File: config.mk
export PLATFORM = sky130hd
export DESIGN_NAME = gibs_ctrl
export DESIGN_NICKNAME = d
export VERILOG_FILES = /design/src/hdl/gibs_pkg.sv /design/src/hdl/gibs_ctrl.sv
export VERILOG_INCLUDE_DIRS = /design/src /design/src/hdl
export SDC_FILE = /design/constraint.sdc
export NUM_CORES = 1
export LEC_CHECK = 0
export ABC_AREA = 1
export ABC_CLOCK_PERIOD_IN_PS = 2450
export BUFFER_PORTS_ARGS = -buffer_cell sky130_fd_sc_hd__buf_2
export CAP_MARGIN = 20
export CORE_ASPECT_RATIO = 0.6
export CORE_MARGIN = 1.5
export CORE_UTILIZATION = 53
export DETAILED_ROUTE_END_ITERATION = 12
export HOLD_SLACK_MARGIN = 0.02
export PLACE_DENSITY = 0.75
export SYNTH_ARGS = -nofsm -noshare
export SYNTH_HDL_FRONTEND = slang
export SYNTH_SLANG_ARGS = --single-unit
File: constraint.sdc
create_clock -name clk -period 2.45 [get_ports clk]
set_input_delay 0.1225 -clock clk [delete_from_list [all_inputs] [get_ports clk]]
set_output_delay 0.1225 -clock clk [all_outputs]
set_load 0.02 [all_outputs]
File: src/hdl/greedy_iou_box_suppressor_core_assert.svh
// ---------------------------------------------------------------------------
// greedy_iou_box_suppressor_core assertion macros
// concurrent assertion wrappers, empty under synthesis
// ---------------------------------------------------------------------------
`ifndef GREEDY_IOU_BOX_SUPPRESSOR_CORE_ASSERT_SVH
`define GREEDY_IOU_BOX_SUPPRESSOR_CORE_ASSERT_SVH

`ifndef SYNTHESIS

`define GIBS_ASSERT(label, clk, rst_n, prop) \
    label: assert property (@(posedge clk) disable iff (!rst_n) (prop)) \
        else $error("gibs assertion failed");

`define GIBS_ASSERT_NEXT(label, clk, rst_n, ante, cons) \
    label: assert property (@(posedge clk) disable iff (!rst_n) (ante) |=> (cons)) \
        else $error("gibs assertion failed");

`else

`define GIBS_ASSERT(label, clk, rst_n, prop)

`define GIBS_ASSERT_NEXT(label, clk, rst_n, ante, cons)

`endif

`endif

File: src/hdl/gibs_pkg.sv
// ---------------------------------------------------------------------------
// gibs_pkg
// shared constants and types of the greedy iou box suppressor
// ---------------------------------------------------------------------------
package gibs_pkg;

    localparam int MAX_KEPT     = 64;
    localparam int MAX_SET_SIZE = 4096;

    localparam int COORD_W      = 16;
    localparam int THR_W        = 16;
    localparam int BOX_INDEX_W  = 12;
    localparam int AREA_W       = 34;
    localparam int SPAN_W       = 17;
    localparam int INTER_W      = 32;
    localparam int UNI_W        = 36;
    localparam int UNI_POS_W    = 34;
    localparam int PROD_W       = THR_W + UNI_POS_W;
    localparam int FRAC_W       = 16;

    localparam int KEPT_ADDR_W  = $clog2(MAX_KEPT);
    localparam int KEPT_CNT_W   = $clog2(MAX_KEPT + 1);
    localparam int SET_POS_W    = $clog2(MAX_SET_SIZE);

    localparam logic [THR_W-1:0] THR_RESET = 16'd29491;

    typedef struct packed {
        logic signed [COORD_W-1:0] left;
        logic signed [COORD_W-1:0] top;
        logic signed [COORD_W-1:0] right;
        logic signed [COORD_W-1:0] bottom;
        logic signed [AREA_W-1:0]  area;
    } gibs_entry_t;

    localparam int ENTRY_W = $bits(gibs_entry_t);

    typedef struct packed {
        logic                   load;
        logic                   issue;
        logic [KEPT_ADDR_W-1:0] rd_addr;
        logic                   write;
        logic [KEPT_ADDR_W-1:0] wr_addr;
    } gibs_cmd_t;

    typedef struct packed {
        logic pipe_empty;
        logic suppressed;
    } gibs_status_t;

    typedef enum logic [3:0] {
        ST_IDLE  = 4'b0001,
        ST_SCAN  = 4'b0010,
        ST_DRAIN = 4'b0100,
        ST_DONE  = 4'b1000
    } gibs_state_t;

endpackage

File: src/hdl/gibs_ctrl.sv
// ---------------------------------------------------------------------------
// gibs_ctrl
// sequencer: kept count, set position, store scan and result registers
// ---------------------------------------------------------------------------
`include "greedy_iou_box_suppressor_core_assert.svh"

module gibs_ctrl (
    input  logic                               clk,
    input  logic                               rst_n,
    input  logic                               start,
    input  logic                               start_of_set,
    input  gibs_pkg::gibs_status_t             status,
    output gibs_pkg::gibs_cmd_t                cmd,
    output logic                               busy,
    output logic                               done,
    output logic                               keep,
    output logic [gibs_pkg::BOX_INDEX_W-1:0]   box_index,
    output logic                               store_full
);

    import gibs_pkg::*;

    gibs_state_t            state_reg;
    gibs_state_t            state_next;
    logic [KEPT_ADDR_W-1:0] scan_reg;
    logic [KEPT_ADDR_W-1:0] scan_next;
    logic [KEPT_CNT_W-1:0]  count_reg;
    logic [KEPT_CNT_W-1:0]  count_next;
    logic [SET_POS_W-1:0]   pos_reg;
    logic [SET_POS_W-1:0]   pos_next;
    logic [SET_POS_W-1:0]   index_reg;
    logic [SET_POS_W-1:0]   index_next;
    logic                   done_reg;
    logic                   done_next;
    logic                   keep_reg;
    logic                   keep_next;
    logic                   full_reg;
    logic                   full_next;
    logic [KEPT_CNT_W-1:0]  cur_count;
    logic [SET_POS_W-1:0]   cur_pos;

    assign cur_count = start_of_set ? '0 : count_reg;
    assign cur_pos   = start_of_set ? '0 : pos_reg;

    always_comb
    begin
        state_next = state_reg;
        scan_next  = scan_reg;
        count_next = count_reg;
        pos_next   = pos_reg;
        index_next = index_reg;
        done_next  = 1'b0;
        keep_next  = keep_reg;
        full_next  = full_reg;
        cmd        = '0;
        unique case (state_reg)
            ST_IDLE:
            begin
                if (start)
                begin
                    cmd.load   = 1'b1;
                    count_next = cur_count;
                    index_next = cur_pos;
                    scan_next  = '0;
                    if (cur_pos != SET_POS_W'(MAX_SET_SIZE - 1))
                    begin
                        pos_next = cur_pos + SET_POS_W'(1);
                    end
                    else
                    begin
                        pos_next = cur_pos;
                    end
                    state_next = (cur_count == '0) ? ST_DRAIN : ST_SCAN;
                end
            end
            ST_SCAN:
            begin
                cmd.issue   = 1'b1;
                cmd.rd_addr = scan_reg;
                scan_next   = scan_reg + KEPT_ADDR_W'(1);
                if (KEPT_CNT_W'(scan_reg) == count_reg - KEPT_CNT_W'(1))
                begin
                    state_next = ST_DRAIN;
                end
            end
            ST_DRAIN:
            begin
                if (status.pipe_empty)
                begin
                    state_next = ST_DONE;
                end
            end
            ST_DONE:
            begin
                done_next = 1'b1;
                keep_next = !status.suppressed;
                full_next = 1'b0;
                if (!status.suppressed)
                begin
                    if (count_reg < KEPT_CNT_W'(MAX_KEPT))
                    begin
                        cmd.write   = 1'b1;
                        cmd.wr_addr = count_reg[KEPT_ADDR_W-1:0];
                        count_next  = count_reg + KEPT_CNT_W'(1);
                    end
                    else
                    begin
                        full_next = 1'b1;
                    end
                end
                state_next = ST_IDLE;
            end
            default:
            begin
                state_next = ST_IDLE;
            end
        endcase
    end

    always_ff @(posedge clk or negedge rst_n)
    begin
        if (!rst_n)
        begin
            state_reg <= ST_IDLE;
            scan_reg  <= '0;
            count_reg <= '0;
            pos_reg   <= '0;
            index_reg <= '0;
            done_reg  <= 1'b0;
            keep_reg  <= 1'b0;
            full_reg  <= 1'b0;
        end
        else
        begin
            state_reg <= state_next;
            scan_reg  <= scan_next;
            count_reg <= count_next;
            pos_reg   <= pos_next;
            index_reg <= index_next;
            done_reg  <= done_next;
            keep_reg  <= keep_next;
            full_reg  <= full_next;
        end
    end

    assign busy       = (state_reg != ST_IDLE);
    assign done       = done_reg;
    assign keep       = keep_reg;
    assign store_full = full_reg;
    assign box_index  = BOX_INDEX_W'(index_reg);

    `GIBS_ASSERT_NEXT(a_accept_busy, clk, rst_n, start && !busy, busy)
    `GIBS_ASSERT_NEXT(a_done_ends_item, clk, rst_n, state_reg == ST_DONE, done_reg && !busy)
    `GIBS_ASSERT(a_full_only_kept, clk, rst_n, !full_reg || keep_reg)
    `GIBS_ASSERT(a_count_bound, clk, rst_n, count_reg <= KEPT_CNT_W'(MAX_KEPT))
    `GIBS_ASSERT(a_scan_in_list, clk, rst_n, !cmd.issue || (KEPT_CNT_W'(cmd.rd_addr) < count_reg))

endmodule

Yosys cells after proc, flatten, opt, wreduce, memory -nomap -nowiden
Cells that the tools add are included.
Cells by class
  add/subtract/negate cells: 4
  multipliers: 0
  div/mod/pow operators: 0
  magnitude comparators: 1
  equality and inequality tests: 12
  shift-type cells: 0
  multiplexer cells: 23
  bitwise logic cells: 0
  reductions and logical operators: 8
Operators by type and width (count)
  two-way mux 7 bit: 8
  two-way mux 12 bit: 2
  case mux 7 bit (2 select lines): 1
  adder 12 x 1 -> 12 bit (second input constant): 1
  two-way mux 4 bit: 3
  inequality test 12 bit (second input constant): 1
  case mux 4 bit (3 select lines): 1
  case mux 6 bit (2 select lines): 1
  inequality test 2 bit (second input constant): 5
  adder 7 x 1 -> 7 bit (second input constant): 1
  equality test 6 x 7 -> 1 bit: 1
  zero test 7 bit: 1
  less-than comparator 7 bit (second input constant): 1
  subtractor 7 x 1 -> 7 bit (second input constant): 1
  adder 6 x 1 -> 6 bit (second input constant): 1
  two-way mux 6 bit: 1
  two-way mux 1 bit: 5
  equality test 4 x 1 -> 1 bit (second input constant): 1
  equality test 4 x 2 -> 1 bit (second input constant): 1
  equality test 4 x 3 -> 1 bit (second input constant): 1
  equality test 4 bit (second input constant): 1
  inequality test 4 x 1 -> 1 bit (second input constant): 1
  AND reduction 2 bit: 2
  AND reduction 4 bit: 1
  other kinds (4): 5
Storage, ports and cells
  register bits: 44
  bits in latches: 0
  RAM bits: 0
  bits in read-only memories: 0
  bits of input ports: 6
  output and inout port bits: 31
  logic and storage cells: 56
  memories: 0

Longest topological paths before layout
  depth after elaboration: 5
  depth in mapped cells: 13
  mapped depth without buffers: 13

Worst setup path before layout
Ideal clock, no wire load.
  path kind: reg2out
  from: reg state_reg[1]
  to: out cmd[0] (netlist name)
  arrival: 1.615 ns
  required time: 2.328 ns
  slack: 0.713 ns
  stages on the path, launching flop included: 8
  path buffers: 0
  cells stage by stage: dfrtp_1 nor2_2 nand3_2 nor2_1 inv_1 nor2_2 inv_1 nor2_1
RTL lines
  start: declaration: line gibs_ctrl.sv:23  | gibs_state_t state_reg;
  start signal: assignment: line gibs_ctrl.sv:135  | state_reg <= state_next;
  end: declaration: line gibs_ctrl.sv:13  | output gibs_pkg::gibs_cmd_t cmd,

==> metrics <==
sum of negative setup slack=0 ps; Lkg Pwr=1.53 nW; synthesized area=2610 µm²; CTS tree=yes; Post-synth top flop=dfrtp_1; commonest non-fill, non-tap cells in the layout=nand2_1 (109), dfrtp_1 (43), inv_1 (39); fmax=494 MHz; crit path kind=flop to output port; pin count of the biggest net entering global routing=45; Via-to-Cell Ratio=5.30; fin. max-slew vios=0; initial DRC count=242; reg2reg start=pos_reg[0]; CP Cell Sequence=nor2_2, nand3_2, nor2_1, inv_1, nor2_2, inv_1, nor2_1, buf_2; final wirelength=6130 µm; via count=2,385; fin crit share=82.7%; Max stage delay on crit path=440 ps; Worst-Skew Late Latency=310 ps; Clock Tree Root=clkbuf_8; Starting Density=56.1%; CTS max path bufs=2; vias in the first global route=2,038; Chip Height=57.4 µm; Pwr Total=3.38 mW; CTS H-tree depth=2; Worst Setup Slack, final=424 ps; Worst VDD drop=0.822 mV; Mapped Cells=348; Ports=37; Tot GR Track Use=25.0%; clock share of power=22.8%; fin nets=396; global-route wire length before repair=10,300 µm; most common cell after layout, fill and taps aside=nand2_1; post-synth net total=358; placed cell area=2830 µm²; Critical path origin=state_reg[1]; wire per inst=13.6 µm; Internal=1.93 mW; Sw Ratio=43.0%; Setup crit start kind=flop; sequential area share after synthesis=42.2%; core area=4660 µm²; Combinational Power Share=43.2%; Yosys reg bits=44; Post-synth EDFFs=0; worst min-delay path category=input pin to flop; met1 GRT Util=42.5%; Worst-path clk slew=90 ps; ANT nets after route=0; CP required=2330 ps; post-layout minimum cycle time=2030 ps; max_slew headroom=36.0%; nature of the critical path endpoint=output port; post-CTS sizing=0; Final setup viols=0; Post-synth ARST share=100%; max_cap viols=0; Slew @ Worst Pin=960 ps; die area=5370 µm²; crit path max fanout=8; HP Start=status[0]; DRC=0; RSZ-0062 raised after global routing=false; busiest grt layer=met1; Final HPWL DP=4500 µm; mean post-synth cell area=7.51 µm²; hold slack=31.3 ps; Overflow after GRT=0; YS warnings=0; diode count=0; Final GP Congestion=0.925; met3 usage=6.00%; CP max-delay cell=dfrtp_1; row cnt=19; Worst EP arrival=1900 ps; chip width=93.6 µm; synthesis-to-finish area growth=14.9%; PwrDens=1130 nW/µm²; initial antenna violation count=0; post-synthesis cell type count=35; DR pass1 iterations=5; Flop pwr share=34.0%; GRT met2 Usage=30.4%; final hold violations=0; Post-Layout Inst Area=3000 µm²; fraction of layout cells with a size suffix above 1=18.6%; clk sink count=44; status=finished, final reports clean; dpl ws=550 ps; CTS buffer count=5; Psw=1.45 mW; Port Buffer Count=36; final setup skew=6.93 ps
==> cell type report <==
type	instances	area, µm²
well taps	63	78.8
flip-flops and latches	44	1100
repair buffers	38	198
clock inverters	3	90.1
clock buffers	5	68.8
inverters	43	164
fillers	438	1660
multi-input cells	254	1300
==> per-layer routing <==
metal / part of all wire (%) / wire, µm / vias up
li1: - / - / 1185
met1: 52 / 3220 / 1098
met2: 37 / 2300 / 94
met3: 9.0 / 554 / 8
met4: 1.0 / 63 / 0
met5: 0 / 0 / -
==> synth_stat cells (3+ instances only) <==
| cell type | number | area (µm²) |
|---|---|---|
| nand2_2 | 5 | 31.3 |
| xnor2_1 | 4 | 35.0 |
| nor2_4 | 5 | 56.3 |
| xor2_1 | 8 | 70.1 |
| nor2_2 | 4 | 25.0 |
| o21ai_1 | 5 | 25.0 |
| nand4_1 | 7 | 43.8 |
| nand3_1 | 20 | 100 |
| dfrtp_1 | 43 | 1080 |
| a21oi_1 | 3 | 15.0 |
| o21ai_0 | 20 | 100 |
| nor2_1 | 36 | 135 |
| nor3_1 | 3 | 15.0 |
| buf_2 | 4 | 20.0 |
| o31ai_1 | 4 | 30.0 |
| ha_1 | 4 | 50.1 |
| o211ai_1 | 4 | 30.0 |
| nand2_1 | 109 | 409 |
| inv_1 | 39 | 146 |
| inv_2 | 3 | 11.3 |
==> worst paths after layout <==
check	end	slack (ps)	depth (start not counted)
worst min-delay path	store_full	30	2
worst max register to register	pos_reg[1]	520	12
worst min register to register	box_index[10]	470	2
min in group asynchronous	box_index[1]	500	2
max in group asynchronous	keep	1350	2
worst max-delay path	cmd[4]	420	8
==> kinds of logic (layout without fill, tap and decap cells) <==
| logic type | Yosys count | after routing | share of synthesized area, % |
|---|---|---|---|
| compound gates | 43 | 43 | 9.77 |
| xor+xnor | 12 | 12 | 4.02 |
| fa+ha+maj | 4 | 4 | 1.92 |
| buf+inv | 50 | 89 | 8.05 |
| flops | 44 | 44 | 42.2 |
| simple gates | 195 | 195 | 34.1 |
==> through the flow <==
stage / cells / util, %
after floorplan: 348 / -
after global placement: 441 / 60.8
after detailed placement: 441 / 60.8
after CTS: 450 / 64.4
after global routing: 450 / 64.4
final: 450 / 64.4
==> worst max-delay path, delay by kind of cell, from the launching register on <==
| kind | cells | cell delay (ps) |
|---|---|---|
| simple gates | 5 | 780 |
| buf+inv | 3 | 390 |
| flops | 1 | 440 |
==> power groups by stage <==
stage | Sequential (mW) | Combinational [mW] | Clock (mW)
6_report | 1.15 | 1.46 | 0.770
5_1_grt | 1.18 | 1.63 | 0.810
4_1_cts | 1.15 | 1.45 | 0.779
3_5_place_dp | 1.16 | 1.42 | 0
3_3_place_gp | 1.15 | 1.40 | 0
2_1_floorplan | 1.20 | 1.01 | 0
==> what timing repair did <==
item                                    4_1_cts  5_1_grt
endpoints found under the setup margin        0        0
endpoints found under the hold margin        43        0
setup buffers                                 0        0
hold buffers                                  1        0
(Power assumes the default switching activity.)
